--- src/rtl/sct_pkg.sv ---
// Shared types and constants for the sorted contact table.
`timescale 1ns / 1ps
package sct_pkg;

  localparam int OWN_W    = 12;
  localparam int PSEG_W   = 12;
  localparam int CHROM_W  = 5;
  localparam int STATUS_W = 3;
  localparam int SLOT_W   = 8;

  typedef enum logic [STATUS_W-1:0] {
    ST_NEW_KEY    = 3'd0,
    ST_LINK_ADDED = 3'd1,
    ST_DUPLICATE  = 3'd2,
    ST_TABLE_FULL = 3'd3,
    ST_LIST_FULL  = 3'd4
  } status_t;

  typedef struct packed {
    logic load;
    logic pos_inc;
    logic rd_key;
    logic rd_cnt;
    logic set_shift;
    logic rd_shift;
    logic wr_shift;
    logic wr_new;
    logic rd_link;
    logic idx_inc;
    logic wr_link;
    logic load_out;
  } sct_cmd_t;

  typedef struct packed {
    logic pos_at_n;
    logic key_lt;
    logic key_eq;
    logic n_full;
    logic j_at_pos;
    logic idx_at_cnt;
    logic cnt_full;
    logic link_eq;
    logic out_busy;
  } sct_stat_t;

endpackage

--- src/rtl/sct_ctrl.sv ---
// Controller: sequences search, shift, link scan and result hand-off.
`timescale 1ns / 1ps
module sct_ctrl (
  input  logic                clk,
  input  logic                rst,
  input  logic                in_valid,
  output logic                in_ready,
  input  sct_pkg::sct_stat_t  stat,
  output sct_pkg::sct_cmd_t   cmd,
  output sct_pkg::status_t    code
);
  import sct_pkg::*;

  typedef enum logic [3:0] {
    S_IDLE, S_KRD, S_KCMP, S_MISS, S_SHRD, S_SHWR, S_CNT, S_LRD, S_LCMP, S_OUT
  } state_t;

  state_t state;
  state_t state_next;
  status_t code_next;

  assign in_ready = (state == S_IDLE);

  always_comb begin
    cmd        = '0;
    state_next = state;
    code_next  = code;
    case (state)
      S_IDLE: begin
        if (in_valid) begin
          cmd.load   = 1'b1;
          state_next = S_KRD;
        end
      end
      S_KRD: begin
        if (stat.pos_at_n) state_next = S_MISS;
        else begin
          cmd.rd_key = 1'b1;
          state_next = S_KCMP;
        end
      end
      S_KCMP: begin
        if (stat.key_lt) begin
          cmd.pos_inc = 1'b1;
          state_next  = S_KRD;
        end else if (stat.key_eq) begin
          cmd.rd_cnt = 1'b1;
          state_next = S_CNT;
        end else begin
          state_next = S_MISS;
        end
      end
      S_MISS: begin
        if (stat.n_full) begin
          code_next  = ST_TABLE_FULL;
          state_next = S_OUT;
        end else begin
          cmd.set_shift = 1'b1;
          state_next    = S_SHRD;
        end
      end
      S_SHRD: begin
        if (stat.j_at_pos) begin
          cmd.wr_new = 1'b1;
          code_next  = ST_NEW_KEY;
          state_next = S_OUT;
        end else begin
          cmd.rd_shift = 1'b1;
          state_next   = S_SHWR;
        end
      end
      S_SHWR: begin
        cmd.wr_shift = 1'b1;
        state_next   = S_SHRD;
      end
      S_CNT: state_next = S_LRD;
      S_LRD: begin
        if (stat.idx_at_cnt) begin
          if (stat.cnt_full) code_next = ST_LIST_FULL;
          else begin
            cmd.wr_link = 1'b1;
            code_next   = ST_LINK_ADDED;
          end
          state_next = S_OUT;
        end else begin
          cmd.rd_link = 1'b1;
          state_next  = S_LCMP;
        end
      end
      S_LCMP: begin
        if (stat.link_eq) begin
          code_next  = ST_DUPLICATE;
          state_next = S_OUT;
        end else begin
          cmd.idx_inc = 1'b1;
          state_next  = S_LRD;
        end
      end
      S_OUT: begin
        // hold until the output register frees up
        if (!stat.out_busy) begin
          cmd.load_out = 1'b1;
          state_next   = S_IDLE;
        end
      end
      default: state_next = S_IDLE;
    endcase
  end

  always_ff @(posedge clk) begin
    if (rst) begin
      state <= S_IDLE;
      code  <= ST_NEW_KEY;
    end else begin
      state <= state_next;
      code  <= code_next;
    end
  end

endmodule

--- config.mk ---
export PLATFORM = sky130hd
export DESIGN_NAME = sct_ctrl
export DESIGN_NICKNAME = d
export VERILOG_FILES = /design/src/rtl/sct_pkg.sv /design/src/rtl/sct_ctrl.sv
export SDC_FILE = /design/constraint.sdc
export NUM_CORES = 1
export LEC_CHECK = 0
export BUFFER_PORTS_ARGS = -buffer_cell sky130_fd_sc_hd__buf_2
export CAP_MARGIN = 30
export CORE_MARGIN = 2
export CORE_UTILIZATION = 47
export DETAILED_ROUTE_END_ITERATION = 12
export GPL_TIMING_DRIVEN = 0
export PLACE_DENSITY = 0.78
export SYNTH_ARGS = -nofsm -noshare
export SYNTH_HDL_FRONTEND = slang
export SYNTH_SLANG_ARGS = --single-unit
--- constraint.sdc ---
create_clock -name clk -period 2.1 [get_ports clk]
set_input_delay 0.21 -clock clk [delete_from_list [all_inputs] [get_ports clk]]
set_output_delay 0.21 -clock clk [all_outputs]
set_load 0.005 [all_outputs]
# Yosys cells after proc, flatten, opt, wreduce, memory -nomap -nowiden
# Index checks and enable logic that the tools add are counted.
dict set report op_classes {
  muxes 41
  n_eq_ne 15
  reduce_logical 4
}
# cell count
set ops {}
lappend ops {{$pmux 4 s10} 1}
lappend ops {{$mux 1} 27}
lappend ops {{$mux 4} 6}
lappend ops {{$mux 3} 6}
lappend ops {{$eq 4x3->1 const B} 4}
lappend ops {{$ne 2x2->1 const B} 6}
lappend ops {{$pmux 3 s4} 1}
lappend ops {{$eq 4x2->1 const B} 2}
lappend ops {{$eq 4x4->1 const B} 2}
lappend ops {{$reduce_and 5->1} 1}
lappend ops {{$eq 4x1->1 const B} 1}
lappend ops {{$logic_not 4->1} 1}
lappend ops {{$reduce_bool 4->1} 1}
lappend ops {{$reduce_and 2->1} 1}
dict set report word_totals {
  register_bits 7
  out_inout_bits 16
}

# Longest topological paths before layout
# Gate-level depths: netlist of the first run.
dict set report depth {
  ltp_word 3
  mapped_depth 5
  depth_no_buf 4
}

# Least setup slack after synthesis of the first run
# Ideal clock, no wire load.
dict set report synth_path {
  path_kind {flip-flop to flip-flop}
  startpoint {register state[3]}
  endpoint {register code[2]}
  synth_period_minus_slack_ns 1.486
  n_path_buf 1
  path_slack_ns 0.614
  required_time_ns 1.961
  stages_incl_launch_ff 6
  arrival_ns 1.346
  path_cell_list {dfxtp_1 -> buf_6 -> or3b_4 -> o32ai_2 -> or3_4 -> o41ai_2}
}
dict set report synth_between {
  elab_chain_len 3
}
# item line_no
set synth_rtl {}
lappend synth_rtl {{start: declaration} sct_ctrl.sv:18} ;# state_t state;
lappend synth_rtl {{start signal: assignment} sct_ctrl.sv:115} ;# state <= state_next;
lappend synth_rtl {{$eq 4x4->1, or another cell as far along} sct_ctrl.sv:28} ;# case (state)
lappend synth_rtl {{$reduce_bool 4->1 (no line) / $ne 2x2->1 (equally long branches)} -}
lappend synth_rtl {{$reduce_and 5->1 (no line)} -}
lappend synth_rtl {{end signal: assignment} sct_ctrl.sv:116} ;# code <= code_next;
lappend synth_rtl {{end: declaration} sct_ctrl.sv:10} ;# output sct_pkg::status_t code
# Parallel ways exist; a longest one is shown, timed or not.
# A chain may end at the register's enable or synchronous reset.

==> run_results.csv, run 1 <==
group,metric,value,unit
outcome,outcome,"completed",
grt,grt_start_max_net_pins,11,
routing,wl_per_cell,13.2,um
power_and_ir_drop,leakage,0.000425,uW
yosys,syn_area,706,um^2
cells_and_area,area_growth,25.5,%
sta,setup_viol,0,
yosys,synth_cell_types,45,
routing,vias,773,
yosys,netlist_top_cells_count,"7 x dfxtp_1, 7 x inv_1, 7 x nor2_1",
power_and_ir_drop,vdd_drop_max,0.457,mV
cells_and_area,final_cell_area,886,um^2
power_and_ir_drop,power_frac_clock,19.1,%
placement,gp_congestion,0.844,
cts,clock-root-buffer,"clkbuf_4",
cts,post-cts-setup-buffers,0,
yosys,yosysTopAreaCell,"dfxtp_1",
cts,insertion_delay,0.25,ns
yosys,ys.flop_type,"dfxtp_1",
sta,slew_headroom,67.5,%
cells_and_area,layout.nets,131,
yosys,synth_top_area_share,19.9,%
cts,cts_tree,"done",
floorplanning,die_w,42.8,um
routing,drtPass1Iterations,4,
cts,cts_buffers,3,
cts,cts_resized,0,
sta,drv_slew,0,
flow_run,cap_violations,0,
cts,htree_levels,1,
routing,vias_per_cell,5.81,
routing,ant_nets,0,
placement,dp_hpwl,1410,um
grt,grt_util_met1,23.7,%
floorplanning,start_util,52.3,%
hold_path,hold_class,"in -> reg",
power_and_ir_drop,powerDensity,737,mW/mm^2
sta,fin_crit_sh,87.2,%
cts,ctsHoldBuffers,0,
grt,grt_pass1_wl,2730,um
cts,cts_buffer_depth,2,
power_and_ir_drop,switching_power,269,uW
cells_and_area,drive_above_1_share,38.1,%
grt,use_met3,1.70,%
yosys,async_reset_ff_share,0,%
yosys,postSynthAreaPerCell,8.11,um^2
grt,grt_usage,19.4,%
sta,hold_violations,0,
floorplanning,core.rowCount,13,
critical_path,crit_fanout,10,
grt,antenna_found_initial,0,
sta,setup_tns,0,ns
power_and_ir_drop,p_sw_share,41.3,%
critical_path,critPathCaptureType,"primary output",
sta,rsz0062_at_grt,"false",
yosys,ys_ff_latch,7,
sta,setup_ws,0.269,ns
floorplanning,fp.dieH,42.8,um
sta,period_needed,1.83,ns
cts,path_clk_slew,0.06,ns
critical_path,arrival,1.62,ns
critical_path,crit_path_start_kind,"register",
grt,grt_overflow,0,
grt,grt_pass1_vias,683,
sta,skew,0.00882,ns
yosys,yosysSeqAreaShare,19.9,%
placement,io_buffers,27,
critical_path,worstSetupPathType,"reg -> out",
placement,postPlaceCellArea,860,um^2
floorplanning,io_pins,28,
yosys,mappedNetlistNets,99,
yosys,synth_edf_count,0,
routing,drc,0,
routing,wl,1750,um
cts,cts_num_sinks,7,
sta,worst_pin_slew,0.475,ns
power_and_ir_drop,p_seq_share,28.1,%
cells_and_area,n_antenna_cell,0,
critical_path,critPathRequiredTime,1.89,ns
sta,whs,0.221,ns
yosys,synth_warnings,0,
power_and_ir_drop,p_int,384,uW
floorplanning,dieArea,0.00183,mm^2
floorplanning,fp.coreArea,0.00135,mm^2
placement,dp_slack,0.513,ns
yosys,netlist_instances,87,
grt,grtUsageMet2,32.7,%
sta,fmax,0.546,GHz
grt,busiest_layer,"met2",
routing,drt_iter0_markers,11,
power_and_ir_drop,power_frac_comb,52.7,%
yosys,synthTopCellsByArea,"dfxtp_1 20%, inv_1 3.7%, nor2_1 3.7%",
[placed cells by master, fill, tap and decap left out, types with 2 or more instances in the layout]
cell	n
clkbuf_1	2
a21oi_1	4
nand2b_1	3
and3_1	3
o21a_1	2
nand2_1	4
clkbuf_4	3
o21ai_0	4
inv_1	7
nor4_1	2
dfxtp_1	7
nor3b_1	3
buf_6	2
buf_2	29
nor2b_1	3
nor3_1	4
nor2_1	7
[kinds of logic (layout without fill, tap and decap cells)]
| group | Yosys count | after routing | synth area share [%] |
|---|---|---|---|
| and+or+nand+nor | 40 | 40 | 36.2 |
| AOI/OAI and AO/OA | 25 | 25 | 30.3 |
| xor gates and xnor gates | 1 | 1 | 2.31 |
| buffers and inverters | 13 | 44 | 9.93 |
| DFF | 7 | 7 | 19.9 |
| muxes | 1 | 1 | 1.42 |
[power by group through the flow]
| stage | sequential (uW) | clock, uW | combinational, uW |
|---|---|---|---|
| after floorplan | 182 | 0 | 245 |
| after global placement | 185 | 0 | 336 |
| after detailed placement | 186 | 0 | 342 |
| after CTS | 183 | 130 | 343 |
| after global routing | 187 | 134 | 379 |
| final | 184 | 125 | 344 |
[layer usage]
layer | vias to the layer above | share of wire, %
met3 | 4 | 5.1
met2 | 28 | 47
met5 | - | 0
met4 | 0 | 1.1
li1 | 391 | -
met1 | 350 | 46
[final timing paths]
| check | startpoint | to | slack (ns) | cells past startpoint |
|---|---|---|---|---|
| max | state[0]$_SDFFE_PP0P_ | cmd[11] | 0.27 | 5 |
| min | rst | code[0]$_SDFFE_PP0P_ | 0.22 | 2 |
| max reg2reg | state[0]$_SDFFE_PP0P_ | state[0]$_SDFFE_PP0P_ | 0.51 | 5 |
| min reg2reg | code[0]$_SDFFE_PP0P_ | code[0]$_SDFFE_PP0P_ | 0.46 | 2 |
[flip-flops by register name (all words and copies together), names as in the netlist]
register	flops
state	4
code	3
[worst max-delay path, stage by stage, from the launching register on]
cell and delay, ns:
dfxtp_1 0.46, buf_2 0.24, buf_2 0.25, nor2_1 0.10
and3_1 0.21, buf_2 0.12
[through the flow]
step | instances | util, % | power, uW
2_1_floorplan | 87 | - | 427
5_1_grt | 133 | 65.6 | 700
3_5_place_dp | 129 | 63.7 | 528
6_report | 133 | 65.6 | 653
4_1_cts | 133 | 65.6 | 656
3_3_place_gp | 129 | 63.7 | 521
[layout make-up]
cell class | count | area [um^2]
fillers | 117 | 464
clock buffers | 4 | 26.3
well taps | 15 | 18.8
flip-flops and latches | 7 | 140
inverters | 7 | 26.3
repair buffers | 27 | 135
multi-input cells | 67 | 495
plain buffers | 6 | 43.8
(Power assumes the default switching activity.)
==> inputs of run 2 (changes only) <==
clock period = 1.9 ns   (was 2.1 ns; I/O delays follow)
==> run_results.csv, run 2 (same netlist as run 1, synthesis figures left out) <==
group,metric,value,unit
routing,drtPass1Iterations,4,
floorplanning,dieArea,0.00183,mm^2
routing,wl,1770,um
sta,fin_crit_sh,90.4,%
routing,vias_per_cell,5.78,
sta,hold_violations,0,
sta,period_needed,1.72,ns
cts,path_clk_slew,0.06,ns
routing,drt_iter0_markers,14,
floorplanning,start_util,52.3,%
critical_path,critPathRequiredTime,1.71,ns
cts,insertion_delay,0.25,ns
grt,grt_start_max_net_pins,11,
placement,io_buffers,27,
hold_path,hold_class,"in -> reg",
placement,gp_congestion,0.844,
grt,antenna_found_initial,0,
critical_path,crit_fanout,10,
critical_path,r2r_cells,5,
critical_path,r2r_start,"state[1]$_SDFFE_PP0P_",
cells_and_area,reg_top3,"state x4, code x3",
cts,clock-root-buffer,"clkbuf_4",
routing,wl_per_cell,13.3,um
grt,grt_overflow,0,
cells_and_area,finish.utilization,65.7,%
cells_and_area,n_antenna_cell,0,
cts,cts_tree,"done",
floorplanning,core.rowCount,13,
sta,worst_pin_slew,0.452,ns
power_and_ir_drop,vdd_drop_max,0.505,mV
cells_and_area,final_common_cell,"buf_2",
outcome,outcome,"completed",
floorplanning,io_pins,28,
sta,rsz0062_at_grt,"false",
critical_path,arrival,1.53,ns
cts,ctsHoldBuffers,0,
routing,ant_nets,0,
flow_run,cap_violations,0,
routing,drc,0,
critical_path,crit_path_start_kind,"register",
grt,grt_usage,19.4,%
sta,setup_viol,0,
power_and_ir_drop,leakage,0.000425,uW
sta,drv_slew,0,
power_and_ir_drop,powerDensity,818,mW/mm^2
critical_path,worstSetupPathType,"reg -> out",
sta,slew_headroom,69.1,%
hold_path,holdPathEnd,"code[0]$_SDFFE_PP0P_",
sta,setup_tns,0,ns
sta,skew,0.00881,ns
cts,post-cts-setup-buffers,0,
critical_path,reg2reg_slack,0.31,ns
grt,grt_pass1_vias,683,
floorplanning,fp.coreArea,0.00135,mm^2
cells_and_area,largest_reg_flops,4,
critical_path,r2r-end,"code[0]$_SDFFE_PP0P_",
cts,cts_buffer_depth,2,
cells_and_area,layout.nets,131,
grt,grt_pass1_wl,2730,um
floorplanning,die_w,42.8,um
hold_path,hold_start,"rst",
hold_path,min_delay_path_depth,2,
floorplanning,fp.dieH,42.8,um
cells_and_area,drive_above_1_share,39.0,%
cells_and_area,max_flop_register,"state",
cts,htree_levels,1,
routing,vias,769,
cts,cts_num_sinks,7,
cts,cts_buffers,3,
critical_path,critPathCaptureType,"primary output",
cells_and_area,layout_common_cells,"29 x buf_2, 7 x nor2_1, 7 x inv_1",
cells_and_area,area_growth,25.7,%
placement,dp_hpwl,1410,um
sta,fmax,0.582,GHz
==> run 2: final cells by class <==
class                           count  area, um^2
Tap cell                           15        18.8
Timing Repair Buffer               27         135
Inverter                            7        26.3
Fill cell                         119         463
Sequential cell                     7         141
Buffer                              6        43.8
Multi-Input combinational cell     67         495
Clock buffer                        4        26.3
==> run 2: report_power, final <==
part / internal [uW] / total [uW] / switching [uW]
clock: 80.3 / 138 / 57.7
combinational: 171 / 383 / 212
sequential: 175 / 205 / 29.9
==> run 2: timing repair <==
action                                 in CTS  in global routing
setup endpoints to repair                   0                  2
endpoints found under the hold margin       0                  0
gates resized for setup                     0                  1
==> run 2: per-stage QoR <==
step | std cells | total power (uW) | instance area [um^2] | setup WS [ns] | hold WS (ns)
3_5_place_dp | 129 | 584 | 860 | 0.313 | 0.454
5_1_grt | 133 | 777 | 887 | 0.0904 | 0.207
2_1_floorplan | 87 | 472 | 706 | 0.414 | 0.255
3_3_place_gp | 129 | 576 | 860 | 0.289 | 0.451
6_report | 133 | 725 | 887 | 0.182 | 0.201
4_1_cts | 133 | 726 | 886 | 0.0804 | 0.188
==> run 2: worst max path at each step <==
| stage | from | end | slack [ns] | cells after the start |
|---|---|---|---|---|
| after CTS | state[0]$_SDFFE_PP0P_ | cmd[8] | 0.08 | 5 |
| after detailed placement | state[0]$_SDFFE_PP0P_ | state[0]$_SDFFE_PP0P_ | 0.31 | 5 |
| final | state[0]$_SDFFE_PP0P_ | cmd[11] | 0.18 | 5 |
| after floorplan | state[3]$_SDFFE_PP0P_ | code[2]$_SDFFE_PP0P_ | 0.41 | 5 |
| after global placement | state[0]$_SDFFE_PP0P_ | state[0]$_SDFFE_PP0P_ | 0.29 | 5 |
| after global routing | state[0]$_SDFFE_PP0P_ | cmd[8] | 0.09 | 5 |
==> run 2: metal layers <==
layer | global-route usage, % | up-vias | wire [um]
met1 | 23.7 | 349 | 819
met4 | 11.3 | 0 | 20
li1 | - | 392 | -
met2 | 32.7 | 24 | 848
met5 | 0 | - | 0
met3 | 1.70 | 4 | 85
==> run 2: critical path: stages, from the launching register on <==
cell	delay [ns]
dfxtp_2	0.39
buf_2	0.21
buf_2	0.25
nor2_1	0.10
and3_1	0.21
buf_2	0.12
